===== config.mk =====
export PLATFORM = sky130hd
export DESIGN_NAME = trackball_axis_locked_stepper
export DESIGN_NICKNAME = d
export VERILOG_FILES = /design/src/rtl/core/tals_pkg.sv /design/src/rtl/core/trackball_axis_locked_stepper.sv
export VERILOG_INCLUDE_DIRS = /design/src /design/src/rtl/core
export SDC_FILE = /design/constraint.sdc
export NUM_CORES = 1
export LEC_CHECK = 0
export BUFFER_PORTS_ARGS = -buffer_cell sky130_fd_sc_hd__buf_2
export CAP_MARGIN = 20
export CORE_UTILIZATION = 35
export DETAILED_ROUTE_END_ITERATION = 10
export HOLD_SLACK_MARGIN = 0.05
export SYNTH_ARGS = -nofsm -noshare
export SYNTH_HDL_FRONTEND = slang
export SYNTH_SLANG_ARGS = --single-unit

===== constraint.sdc =====
create_clock -name clock -period 16.21 [get_ports clock]
set_clock_uncertainty 0.15 [all_clocks]
set_input_delay 3.242 -clock clock [delete_from_list [all_inputs] [get_ports clock]]
set_output_delay 3.242 -clock clock [all_outputs]
set_load 0.01 [all_outputs]

===== src/rtl/core/assert_macros.svh =====
// ----------------------------------------------------------------------------
// assertion macros
// concurrent assertion wrappers, empty in synthesis
// ----------------------------------------------------------------------------
`ifndef ASSERT_MACROS_SVH
`define ASSERT_MACROS_SVH

`ifndef SYNTHESIS

`define ASSERT_PROP(label, clk, rst, prop) \
   label: assert property (@(posedge clk) disable iff (rst) (prop)) \
      else $error("assertion failed");

`define ASSERT_IMPL(label, clk, rst, ante, cons) \
   label: assert property (@(posedge clk) disable iff (rst) (ante) |-> (cons)) \
      else $error("assertion failed");

`define ASSERT_NEXT(label, clk, rst, ante, cons) \
   label: assert property (@(posedge clk) disable iff (rst) (ante) |=> (cons)) \
      else $error("assertion failed");

`else

`define ASSERT_PROP(label, clk, rst, prop)
`define ASSERT_IMPL(label, clk, rst, ante, cons)
`define ASSERT_NEXT(label, clk, rst, ante, cons)

`endif

`endif


===== src/rtl/core/tals_pkg.sv =====
// ----------------------------------------------------------------------------
// tals_pkg
// types, constants and helpers of the trackball axis locked stepper
// ----------------------------------------------------------------------------
`default_nettype none

package tals_pkg;

   localparam int MOTION_BITS = 8;
   localparam int ACCUM_BITS  = 16;
   localparam int REG_BITS    = 14;
   localparam int WIDE_BITS   = ((ACCUM_BITS > REG_BITS) ? ACCUM_BITS : REG_BITS) + 2;

   localparam logic [REG_BITS-1:0] STEP_RESET = REG_BITS'(40);
   localparam logic [REG_BITS-1:0] LOCK_RESET = REG_BITS'(20);

   typedef logic signed [MOTION_BITS-1:0] motion_type;
   typedef logic signed [ACCUM_BITS-1:0]  accum_type;
   typedef logic signed [WIDE_BITS-1:0]   wide_type;
   typedef logic [REG_BITS-1:0]           thresh_type;

   typedef logic [1:0] axis_type;
   localparam axis_type AX_NONE  = 2'd0;
   localparam axis_type AX_HORIZ = 2'd1;
   localparam axis_type AX_VERT  = 2'd2;

   typedef logic [1:0] mode_type;
   localparam mode_type MODE_PASS = 2'd0;

   typedef logic [3:0] action_type;
   localparam action_type ACT_NONE        = 4'd0;
   localparam action_type ACT_RIGHT       = 4'd1;
   localparam action_type ACT_LEFT        = 4'd2;
   localparam action_type ACT_DOWN        = 4'd3;
   localparam action_type ACT_UP          = 4'd4;
   localparam action_type ACT_VOL_UP      = 4'd5;
   localparam action_type ACT_VOL_DOWN    = 4'd6;
   localparam action_type ACT_BRIGHT_DOWN = 4'd7;
   localparam action_type ACT_BRIGHT_UP   = 4'd8;
   localparam action_type ACT_ZOOM_IN     = 4'd9;
   localparam action_type ACT_ZOOM_OUT    = 4'd10;

   typedef logic [0:0] reg_index_type;
   localparam reg_index_type REG_STEP = 1'd0;
   localparam reg_index_type REG_LOCK = 1'd1;

   localparam wide_type ACC_MAX = {{(WIDE_BITS-ACCUM_BITS+1){1'b0}}, {(ACCUM_BITS-1){1'b1}}};
   localparam wide_type ACC_MIN = ~ACC_MAX;

   function automatic accum_type sat_acc(input wide_type v);
      accum_type r;
      if (v > ACC_MAX) begin
         r = ACC_MAX[ACCUM_BITS-1:0];
      end else if (v < ACC_MIN) begin
         r = ACC_MIN[ACCUM_BITS-1:0];
      end else begin
         r = v[ACCUM_BITS-1:0];
      end
      return r;
   endfunction

   function automatic action_type step_code(input axis_type axis, input motion_type dx,
                                            input motion_type dy, input logic nav,
                                            input logic bright, input logic zoom);
      action_type a;
      a = ACT_NONE;
      if (axis == AX_HORIZ) begin
         if (dx > 0) begin
            a = nav ? ACT_RIGHT : ACT_VOL_UP;
         end else if (dx < 0) begin
            a = nav ? ACT_LEFT : ACT_VOL_DOWN;
         end
      end else begin
         if (dy > 0) begin
            a = bright ? ACT_BRIGHT_DOWN : zoom ? ACT_ZOOM_IN : nav ? ACT_DOWN : ACT_VOL_DOWN;
         end else if (dy < 0) begin
            a = bright ? ACT_BRIGHT_UP : zoom ? ACT_ZOOM_OUT : nav ? ACT_UP : ACT_VOL_UP;
         end
      end
      return a;
   endfunction

endpackage

`default_nettype wire


===== src/rtl/core/trackball_axis_locked_stepper.sv =====
// ----------------------------------------------------------------------------
// trackball_axis_locked_stepper
// a word is taken into the input register, then moves on into the result register
// one word per cycle unless rsp_stall holds it; the state update sits between the two
// reset: synchronous, clears sums, step accumulator, axis lock and both valid flags
// reset: step threshold returns to 40 and lock threshold to 20
// ----------------------------------------------------------------------------
`default_nettype none
`include "assert_macros.svh"

module trackball_axis_locked_stepper (
   input  wire                                   clock,
   input  wire                                   reset,
   input  wire                                   req_valid,
   output logic                                  req_stall,
   input  wire  signed [tals_pkg::MOTION_BITS-1:0] req_dx,
   input  wire  signed [tals_pkg::MOTION_BITS-1:0] req_dy,
   input  wire  [7:0]                            req_buttons,
   input  wire  [1:0]                            req_mode,
   input  wire                                   req_bright_mod,
   input  wire                                   req_zoom_mod,
   output logic                                  rsp_valid,
   input  wire                                   rsp_stall,
   output logic signed [tals_pkg::MOTION_BITS-1:0] rsp_out_x,
   output logic signed [tals_pkg::MOTION_BITS-1:0] rsp_out_y,
   output logic [7:0]                            rsp_out_buttons,
   output logic [3:0]                            rsp_step_action,
   input  wire                                   csr_psel,
   input  wire                                   csr_penable,
   input  wire                                   csr_pwrite,
   input  wire  [2:0]                            csr_paddr,
   input  wire  [31:0]                           csr_pwdata,
   output logic [31:0]                           csr_prdata,
   output logic                                  csr_pready
);

   // configuration
   tals_pkg::thresh_type step_thr_ff;
   tals_pkg::thresh_type lock_thr_ff;
   tals_pkg::reg_index_type csr_index;
   logic csr_write;

   // input stage
   logic                    in_valid_ff;
   tals_pkg::motion_type    dx_ff;
   tals_pkg::motion_type    dy_ff;
   logic [7:0]              buttons_ff;
   tals_pkg::mode_type      mode_ff;
   logic                    bright_ff;
   logic                    zoom_ff;

   // result stage
   logic                    out_valid_ff;
   tals_pkg::motion_type    out_x_ff;
   tals_pkg::motion_type    out_y_ff;
   logic [7:0]              out_buttons_ff;
   tals_pkg::action_type    action_ff;

   // stepping state
   tals_pkg::accum_type     horiz_sum_ff, horiz_sum_in;
   tals_pkg::accum_type     vert_sum_ff, vert_sum_in;
   tals_pkg::accum_type     step_accum_ff, step_accum_in;
   tals_pkg::axis_type      locked_axis_ff, locked_axis_in;
   tals_pkg::action_type    action_in;

   logic advance;
   logic req_take;

   tals_pkg::wide_type lock_w, step_w, bias_w, dx_w, dy_w, move_w;
   tals_pkg::accum_type h1, v1, acc1, acc2;
   tals_pkg::wide_type h1_w, v1_w, acc2_w;
   tals_pkg::axis_type axis1;

   assign csr_pready = 1'b1;
   assign csr_index  = csr_paddr[2];
   assign csr_write  = csr_psel && csr_penable && csr_pwrite;

   always_comb begin
      case (csr_index)
         tals_pkg::REG_STEP: csr_prdata = 32'(step_thr_ff);
         tals_pkg::REG_LOCK: csr_prdata = 32'(lock_thr_ff);
         default:            csr_prdata = 32'd0;
      endcase
   end

   assign advance   = in_valid_ff && (!out_valid_ff || !rsp_stall);
   assign req_stall = in_valid_ff && !advance;
   assign req_take  = req_valid && !req_stall;

   assign rsp_valid       = out_valid_ff;
   assign rsp_out_x       = out_x_ff;
   assign rsp_out_y       = out_y_ff;
   assign rsp_out_buttons = out_buttons_ff;
   assign rsp_step_action = action_ff;

   always_comb begin
      lock_w = signed'(tals_pkg::WIDE_BITS'(lock_thr_ff));
      step_w = signed'(tals_pkg::WIDE_BITS'(step_thr_ff));
      bias_w = signed'(tals_pkg::WIDE_BITS'(lock_thr_ff >> 1));
      dx_w   = tals_pkg::WIDE_BITS'(dx_ff);
      dy_w   = tals_pkg::WIDE_BITS'(dy_ff);

      h1 = tals_pkg::sat_acc(tals_pkg::WIDE_BITS'(horiz_sum_ff) + dx_w);
      v1 = tals_pkg::sat_acc(tals_pkg::WIDE_BITS'(vert_sum_ff) + dy_w);
      h1_w = tals_pkg::WIDE_BITS'(h1);
      v1_w = tals_pkg::WIDE_BITS'(v1);

      horiz_sum_in = h1;
      vert_sum_in  = v1;
      axis1        = locked_axis_ff;
      acc1         = step_accum_ff;

      // axis lock, horizontal checked first
      if (h1_w > lock_w || h1_w < -lock_w) begin
         if (locked_axis_ff != tals_pkg::AX_HORIZ) begin
            acc1 = '0;
         end
         axis1        = tals_pkg::AX_HORIZ;
         vert_sum_in  = '0;
         horiz_sum_in = tals_pkg::sat_acc(bias_w);
      end else if (v1_w > lock_w || v1_w < -lock_w) begin
         if (locked_axis_ff != tals_pkg::AX_VERT) begin
            acc1 = '0;
         end
         axis1        = tals_pkg::AX_VERT;
         horiz_sum_in = '0;
         vert_sum_in  = tals_pkg::sat_acc(bias_w);
      end

      move_w        = (axis1 == tals_pkg::AX_HORIZ) ? dx_w : dy_w;
      acc2          = tals_pkg::sat_acc(tals_pkg::WIDE_BITS'(acc1) + move_w);
      acc2_w        = tals_pkg::WIDE_BITS'(acc2);
      locked_axis_in = axis1;
      step_accum_in = acc1;
      action_in     = tals_pkg::ACT_NONE;

      if (axis1 == tals_pkg::AX_HORIZ || axis1 == tals_pkg::AX_VERT) begin
         step_accum_in = acc2;
         if (acc2_w >= step_w || acc2_w <= -step_w) begin
            action_in = tals_pkg::step_code(axis1, dx_ff, dy_ff, mode_ff[1], bright_ff,
                                            zoom_ff);
            if (acc2_w < 0) begin
               step_accum_in = tals_pkg::sat_acc(acc2_w + step_w);
            end else begin
               step_accum_in = tals_pkg::sat_acc(acc2_w - step_w);
            end
            horiz_sum_in = '0;
            vert_sum_in  = '0;
            if (axis1 == tals_pkg::AX_HORIZ) begin
               horiz_sum_in = tals_pkg::sat_acc(bias_w);
            end else begin
               vert_sum_in = tals_pkg::sat_acc(bias_w);
            end
         end
      end
   end

   always_ff @(posedge clock) begin
      if (reset) begin
         step_thr_ff <= tals_pkg::STEP_RESET;
         lock_thr_ff <= tals_pkg::LOCK_RESET;
      end else if (csr_write) begin
         case (csr_index)
            tals_pkg::REG_STEP: step_thr_ff <= csr_pwdata[tals_pkg::REG_BITS-1:0];
            tals_pkg::REG_LOCK: lock_thr_ff <= csr_pwdata[tals_pkg::REG_BITS-1:0];
            default: ;
         endcase
      end
   end

   always_ff @(posedge clock) begin
      if (reset) begin
         in_valid_ff <= 1'b0;
      end else begin
         in_valid_ff <= req_take || (in_valid_ff && !advance);
      end
      if (req_take) begin
         dx_ff      <= req_dx;
         dy_ff      <= req_dy;
         buttons_ff <= req_buttons;
         mode_ff    <= req_mode;
         bright_ff  <= req_bright_mod;
         zoom_ff    <= req_zoom_mod;
      end
   end

   always_ff @(posedge clock) begin
      if (reset) begin
         out_valid_ff <= 1'b0;
      end else begin
         out_valid_ff <= advance || (out_valid_ff && rsp_stall);
      end
      if (advance) begin
         out_buttons_ff <= buttons_ff;
         if (mode_ff == tals_pkg::MODE_PASS) begin
            out_x_ff  <= dx_ff;
            out_y_ff  <= dy_ff;
            action_ff <= tals_pkg::ACT_NONE;
         end else begin
            out_x_ff  <= '0;
            out_y_ff  <= '0;
            action_ff <= action_in;
         end
      end
   end

   always_ff @(posedge clock) begin
      if (reset) begin
         horiz_sum_ff   <= '0;
         vert_sum_ff    <= '0;
         step_accum_ff  <= '0;
         locked_axis_ff <= tals_pkg::AX_NONE;
      end else if (advance && mode_ff != tals_pkg::MODE_PASS) begin
         horiz_sum_ff   <= horiz_sum_in;
         vert_sum_ff    <= vert_sum_in;
         step_accum_ff  <= step_accum_in;
         locked_axis_ff <= locked_axis_in;
      end
   end

   `ASSERT_IMPL(a_stall_only_when_full, clock, reset, req_stall, out_valid_ff && rsp_stall)
   `ASSERT_IMPL(a_step_has_no_motion, clock, reset, rsp_valid && rsp_step_action != tals_pkg::ACT_NONE, rsp_out_x == 0 && rsp_out_y == 0)
   `ASSERT_NEXT(a_state_holds_when_idle, clock, reset, !advance, $stable(step_accum_ff) && $stable(locked_axis_ff))
   `ASSERT_IMPL(a_no_action_unlocked, clock, reset, locked_axis_ff == tals_pkg::AX_NONE, step_accum_ff == 0)

endmodule

`default_nettype wire


# Word level (Yosys, flattened, before mapping)
# Cells that the tools add are included.
# word_totals
reg_bits,136
latchBits,0
mem_bits_rw,0
rom_bits,0
input_bits,70
mem_count,0
# op_classes
n_addsub,7
mul,0
div_mod_pow,0
magnitude_cmp,23
eq_ne,4
n_shift,0
mux,46
bitwise_logic,3
n_reduce_logical,23
# ops
operator,count
2-to-1 mux 16 bit,29
greater-than comparator 17 x 16 -> 1 bit (second input constant),4
less-than comparator 17 x 16 -> 1 bit (second input constant),4
case mux 32 bit (2 select lines),1
less-than comparator 16 x 18 -> 1 bit,2
negation 14 -> 18 bit,2
adder 16 x 8 -> 17 bit,2
greater-than comparator 16 x 15 -> 1 bit,2
2-to-1 mux 4 bit,7
adder 16 x 18 -> 18 bit,1
greater-than comparator 18 x 16 -> 1 bit (second input constant),1
<= comparator 16 x 18 -> 1 bit,1
less-than comparator 18 x 16 -> 1 bit (second input constant),1
2-to-1 mux 18 bit,1
adder 16 x 15 -> 17 bit,1
subtractor 16 x 15 -> 17 bit,1
greater-or-equal comparator 16 x 15 -> 1 bit,1
greater-than comparator 8 x 1 -> 1 bit (second input constant),2
less-than comparator 14 x 16 -> 1 bit (second input constant),1
less-than comparator 16 x 1 -> 1 bit (second input constant),1
less-than comparator 8 x 1 -> 1 bit (second input constant),2
greater-than comparator 13 x 15 -> 1 bit (second input constant),1
2-to-1 mux 3 bit,5
logical AND 1 bit,7
13 further kinds,26

# Longest topological paths before layout
# depth
word_depth,21
depth_mapped,52
depth_no_buf,49

# Worst setup path after synthesis
# Ideal clock, no wire load.
# synth_path
path_type,reg-to-reg
from,register dy_ff[7]
to,register step_accum_ff[8]
setup_time_ps,117
arrival_ps,10454
required_time_ps,15943
slack_ps,5489
stages_incl_launch_ff,49
n_path_buf,7
cell_sequence,edfxtp_1 -> ha_1 -> clkbuf_1 -> a21o_1 -> a211oi_1 -> a21oi_1 -> or3_1 -> and2_1 -> clkbuf_1 -> nor2_1 -> o21ai_0 -> ha_1 -> a2111oi_0 -> o21ai_0 -> o211ai_1 -> a31oi_1 -> a211oi_1 -> o22a_1 -> [... 13 more ...] -> clkbuf_1 -> nand2_1 -> clkbuf_1 -> a21oi_1 -> inv_1 -> ha_1 -> clkbuf_1 -> nand2b_1 -> a21oi_1 -> or3_1 -> o21ai_0 -> a211oi_1 -> or3_1 -> o41ai_4 -> inv_1 -> a221oi_1 -> o21ai_0 -> a32o_1
# synth_via
elab_chain_len,21
# synth_rtl
item,line_no,rtl
start: declaration,trackball_axis_locked_stepper.sv:46,tals_pkg::motion_type dy_ff;
start signal: assignment,trackball_axis_locked_stepper.sv:179,dy_ff <= req_dy;
adder 16 x 8 -> 17 bit,trackball_axis_locked_stepper.sv:104,v1 = tals_pkg::sat_acc(tals_pkg::WIDE_BITS'(vert_sum_ff) + dy_w);
less-than comparator 17 x 16 -> 1 bit,tals_pkg.sv:54,end else if (v < ACC_MIN) begin
2-to-1 mux 16 bit,tals_pkg.sv:54,
2-to-1 mux 16 bit,tals_pkg.sv:52,if (v > ACC_MAX) begin
less-than comparator 16 x 18 -> 1 bit or greater-than comparator 16 x 15 -> 1 bit (tied branches),trackball_axis_locked_stepper.sv:121,end else if (v1_w > lock_w || v1_w < -lock_w) begin
logical OR 1 bit,trackball_axis_locked_stepper.sv:121,
2-to-1 mux 2 bit,trackball_axis_locked_stepper.sv:121,
2-to-1 mux 2 bit,trackball_axis_locked_stepper.sv:114,if (h1_w > lock_w || h1_w < -lock_w) begin
[... 5 more ...],n/a,
2-to-1 mux 16 bit,tals_pkg.sv:52,
subtractor 16 x 15 -> 17 bit or adder 16 x 15 -> 17 bit (tied branches),"trackball_axis_locked_stepper.sv:145, trackball_axis_locked_stepper.sv:143",
less-than comparator 17 x 16 -> 1 bit,tals_pkg.sv:54,
2-to-1 mux 16 bit,tals_pkg.sv:54,
2-to-1 mux 16 bit,tals_pkg.sv:52,
2-to-1 mux 16 bit,trackball_axis_locked_stepper.sv:142,if (acc2_w < 0) begin
2-to-1 mux 16 bit,trackball_axis_locked_stepper.sv:139,if (acc2_w >= step_w || acc2_w <= -step_w) begin
2-to-1 mux 16 bit *,trackball_axis_locked_stepper.sv:137,if (axis1 == tals_pkg::AX_HORIZ || axis1 == tals_pkg::AX_VERT) begin
end signal: assignment,trackball_axis_locked_stepper.sv:216,step_accum_ff <= step_accum_in;
end: declaration,trackball_axis_locked_stepper.sv:62,"tals_pkg::accum_type step_accum_ff, step_accum_in;"
# Every way passes the cells marked *; elsewhere a longest branch is shown, timed or not.
# A chain may end at the register's enable or synchronous reset.

# Final worst setup path
# layout_path
from,register dy_ff[7]
to,register horiz_sum_ff[4]
# layout_via
elab_chain_len,18
# layout_rtl
item,line_no,rtl
adder 16 x 8 -> 17 bit,trackball_axis_locked_stepper.sv:104,
less-than comparator 17 x 16 -> 1 bit,tals_pkg.sv:54,
2-to-1 mux 16 bit,tals_pkg.sv:54,
2-to-1 mux 16 bit,tals_pkg.sv:52,
less-than comparator 16 x 18 -> 1 bit or greater-than comparator 16 x 15 -> 1 bit (tied branches),trackball_axis_locked_stepper.sv:121,
logical OR 1 bit,trackball_axis_locked_stepper.sv:121,
2-to-1 mux 2 bit,trackball_axis_locked_stepper.sv:121,
2-to-1 mux 2 bit,trackball_axis_locked_stepper.sv:114,
[... 2 more ...],n/a,
adder 16 x 18 -> 18 bit,trackball_axis_locked_stepper.sv:131,acc2 = tals_pkg::sat_acc(tals_pkg::WIDE_BITS'(acc1) + move_w);
less-than comparator 18 x 16 -> 1 bit,tals_pkg.sv:54,
2-to-1 mux 16 bit,tals_pkg.sv:54,
2-to-1 mux 16 bit,tals_pkg.sv:52,
<= comparator 16 x 18 -> 1 bit or greater-or-equal comparator 16 x 15 -> 1 bit (tied branches),trackball_axis_locked_stepper.sv:139,
logical OR 1 bit,trackball_axis_locked_stepper.sv:139,
2-to-1 mux 16 bit,trackball_axis_locked_stepper.sv:139,
2-to-1 mux 16 bit *,trackball_axis_locked_stepper.sv:137,
end signal: assignment,trackball_axis_locked_stepper.sv:214,horiz_sum_ff <= horiz_sum_in;
end: declaration,trackball_axis_locked_stepper.sv:60,"tals_pkg::accum_type horiz_sum_ff, horiz_sum_in;"
# Marks and branches as above.

==> metrics <==
Wirelength per Cell=17.5 µm; Clock Latency Late Sink=0.44 ns; FFs w/ async S/R, synth=0%; Final Cycle Share=85.2%; row count=68; clock sinks=136; crit path max-delay cell type=edfxtp_1; effective utilization at floorplan=35.6%; part of the Yosys area used for sequential elements=26.6%; warnings from Yosys=0; Detail Placement HPWL=27800 µm; Post-Synth Simple-Gate Area=20.2%; Post-Synth XOR/XNOR Area=4.19%; Reg clk slew, reported paths=0.06 ns; Syn Inst Count=1507; measured slew at the worst slew-check pin=0.999 ns; H-tree levels=4; synthesized area per cell=8.18 µm²; RePlAce Congestion=0.914; post-route antenna net violation count=0; Hold/Removal Path Class=register to register; final setup fails=0; Post-CTS Hold Buffers=0; drt pass-1 iters=5; final wirelength=35600 µm; CP Max Fanout=25; Setup CP Type=register to register; Post-synth EDFFs=56; vias per cell=5.54; Die W=190 µm; Worst setup SP type=register; die area=36000 µm²; Fmax=72.4 MHz; post-synth top area share=16.2%; leakage=5.90 nW; first-pass GRT wire length=56200 µm; cell mode on critical path=ha_1; Max Root-Sink Buffers=2; commonest non-fill, non-tap cells in the layout=ha_1, a21oi_1, nand2_1, nor2_1; number of remaining DRC errors=0; CTS tree=done; antenna violations before repair=0; Rel. slew slack=33.3%; Final min period=13.81 ns; total gr overflow=0; mux cell area share after synthesis=0.883%; DRT iter0 DRCs=774; MaxCap Viol Count=0; Final Core Density=39.6%; post-synthesis compound-gate area fraction=24.2%; number of synthesized register bits=136; gr usage total=19.6%; number of library cell types mapped by synthesis=83; postcts setup bufs=0; most common cell after layout, fill and taps aside=ha_1; Power Dens Cells=88.1 nW/µm²; status=completed; combinational family with the most area after synthesis=compound AO/OA/AOI/OAI gates; worst endpoint data arrival time=14.04 ns; vias in the first global route=10.8k; crit end category=register; largest net degree at the start of global routing=64; WP data required=16.43 ns; max-slew violations=0; unrepaired setup endpoints after global routing=no; total power=1.21 mW; Inserted Diodes=0; synthesized area=12300 µm²; area leader, netlist=ha_1; post-cts repair resize count=0; share of post-route cells with drive strength above 1=11.1%; delay of the slowest critical-path stage=0.83 ns; I/O Pins=133; core box area=34600 µm²; Nets=1803; clock root cell=clkbuf_16; clock buffer count from CTS=17; synthesis-to-finish area growth=11.4%; peak supply drop=0.0841 mV; Synth Flop Type=dfxtp_1; Area after DPL=13100 µm²; Setup TNS=0 ns; vias=11.3k; I/O Buffers=93; Die Y-Extent=190 µm; top cells by area, synth=ha_1, edfxtp_1, dfxtp_1, a21oi_1, nand2_1; design area=13700 µm²; final hold vios=0; Adder-Cell Fraction of Synth Area=17.6%
==> cell families (layout without fill, tap and decap cells) <==
kind of cell | Yosys count | after routing
XOR/XNOR | 59 | 59
multiplexers | 10 | 10
flip-flops | 136 | 136
other | 2 | 19
AO/OA/AOI/OAI | 449 | 449
adder cells (fa/ha/maj) | 172 | 172
AND/OR/NAND/NOR | 501 | 501
buffers and inverters | 178 | 235
==> per-layer routing <==
layer	wire, µm	GRT usage, %	up-vias
li1	-	-	5599
met1	16200	25.3	5332
met2	17000	34.0	289
met3	1660	2.71	55
met4	724	5.58	0
met5	0	0	-
==> cell usage after synthesis (9+ instances only) <==
master	number
a211oi_1	26
a21o_1	44
a21oi_1	143
a221o_1	10
a221oi_1	10
a22o_1	9
a31oi_1	11
and2_1	27
and3_1	14
buf_4	21
clkbuf_1	49
dfxtp_1	80
edfxtp_1	56
ha_1	160
inv_1	94
nand2_1	133
nand2b_1	25
nand3_1	44
nand4_1	21
nor2_1	119
nor2b_1	35
nor3_1	28
nor4_1	14
o211ai_1	10
o21a_1	10
o21ai_0	85
o21bai_1	10
o31ai_1	11
or3_1	14
xnor2_1	49
xor2_1	10
==> where the power goes <==
part           internal (mW)  switching [mW]  leakage, nW  total [mW]
clock                  0.231           0.173        0.282       0.404
sequential             0.375          0.0148         1.19       0.390
combinational          0.160           0.257         4.43       0.416
==> state kept, by name, summed over array words and instances (netlist names) <==
register	flops
horiz_sum_ff	16
step_accum_ff	16
vert_sum_ff	16
lock_thr_ff	14
step_thr_ff	14
buttons_ff	8
dx_ff	8
dy_ff	8
rsp_out_buttons	8
rsp_out_x	8
rsp_out_y	8
rsp_step_action	4
locked_axis_ff	2
mode_ff	2
bright_ff	1
in_valid_ff	1
rsp_valid	1
zoom_ff	1
==> final timing paths <==
kind	startpoint	to	slack (ns)	cells after the start
worst min register to register	buttons_ff[7]	rsp_out_buttons[7]	0.27	0
worst max register to register	dy_ff[7]	horiz_sum_ff[4]	2.40	42
worst min-delay path	buttons_ff[7]	rsp_out_buttons[7]	0.27	0
worst max-delay path	dy_ff[7]	horiz_sum_ff[4]	2.40	42
==> metrics by stage <==
| stage | hold WS [ns] | instances | worst slack, ns |
|---|---|---|---|
| after global routing | 0.278 | 2036 | 1.23 |
| final | 0.268 | 2036 | 2.40 |
| after global placement | 0.250 | 2002 | 2.82 |
| after floorplan | 0.250 | 1524 | 5.49 |
| after CTS | 0.271 | 2034 | 2.49 |
| after detailed placement | 0.255 | 2002 | 2.68 |
==> cell type report <==
type,count,area (µm²)
clock inverter,14,163
timing repair buffer,106,561
fill,3518,20900
inverter,97,364
tap,455,569
clock buffer,18,429
sequential,136,3280
multi-input combinational,1210,8360
==> worst max-delay path, delay by kind of cell (launching register included) <==
kind / cells / cell delay, ns
compound gates: 18 / 4.50
fa+ha+maj: 5 / 1.98
buf+inv: 5 / 1.17
flops: 1 / 0.83
mux: 1 / 0.49
simple gates: 13 / 4.58
Power figures use the tool's default switching activity.
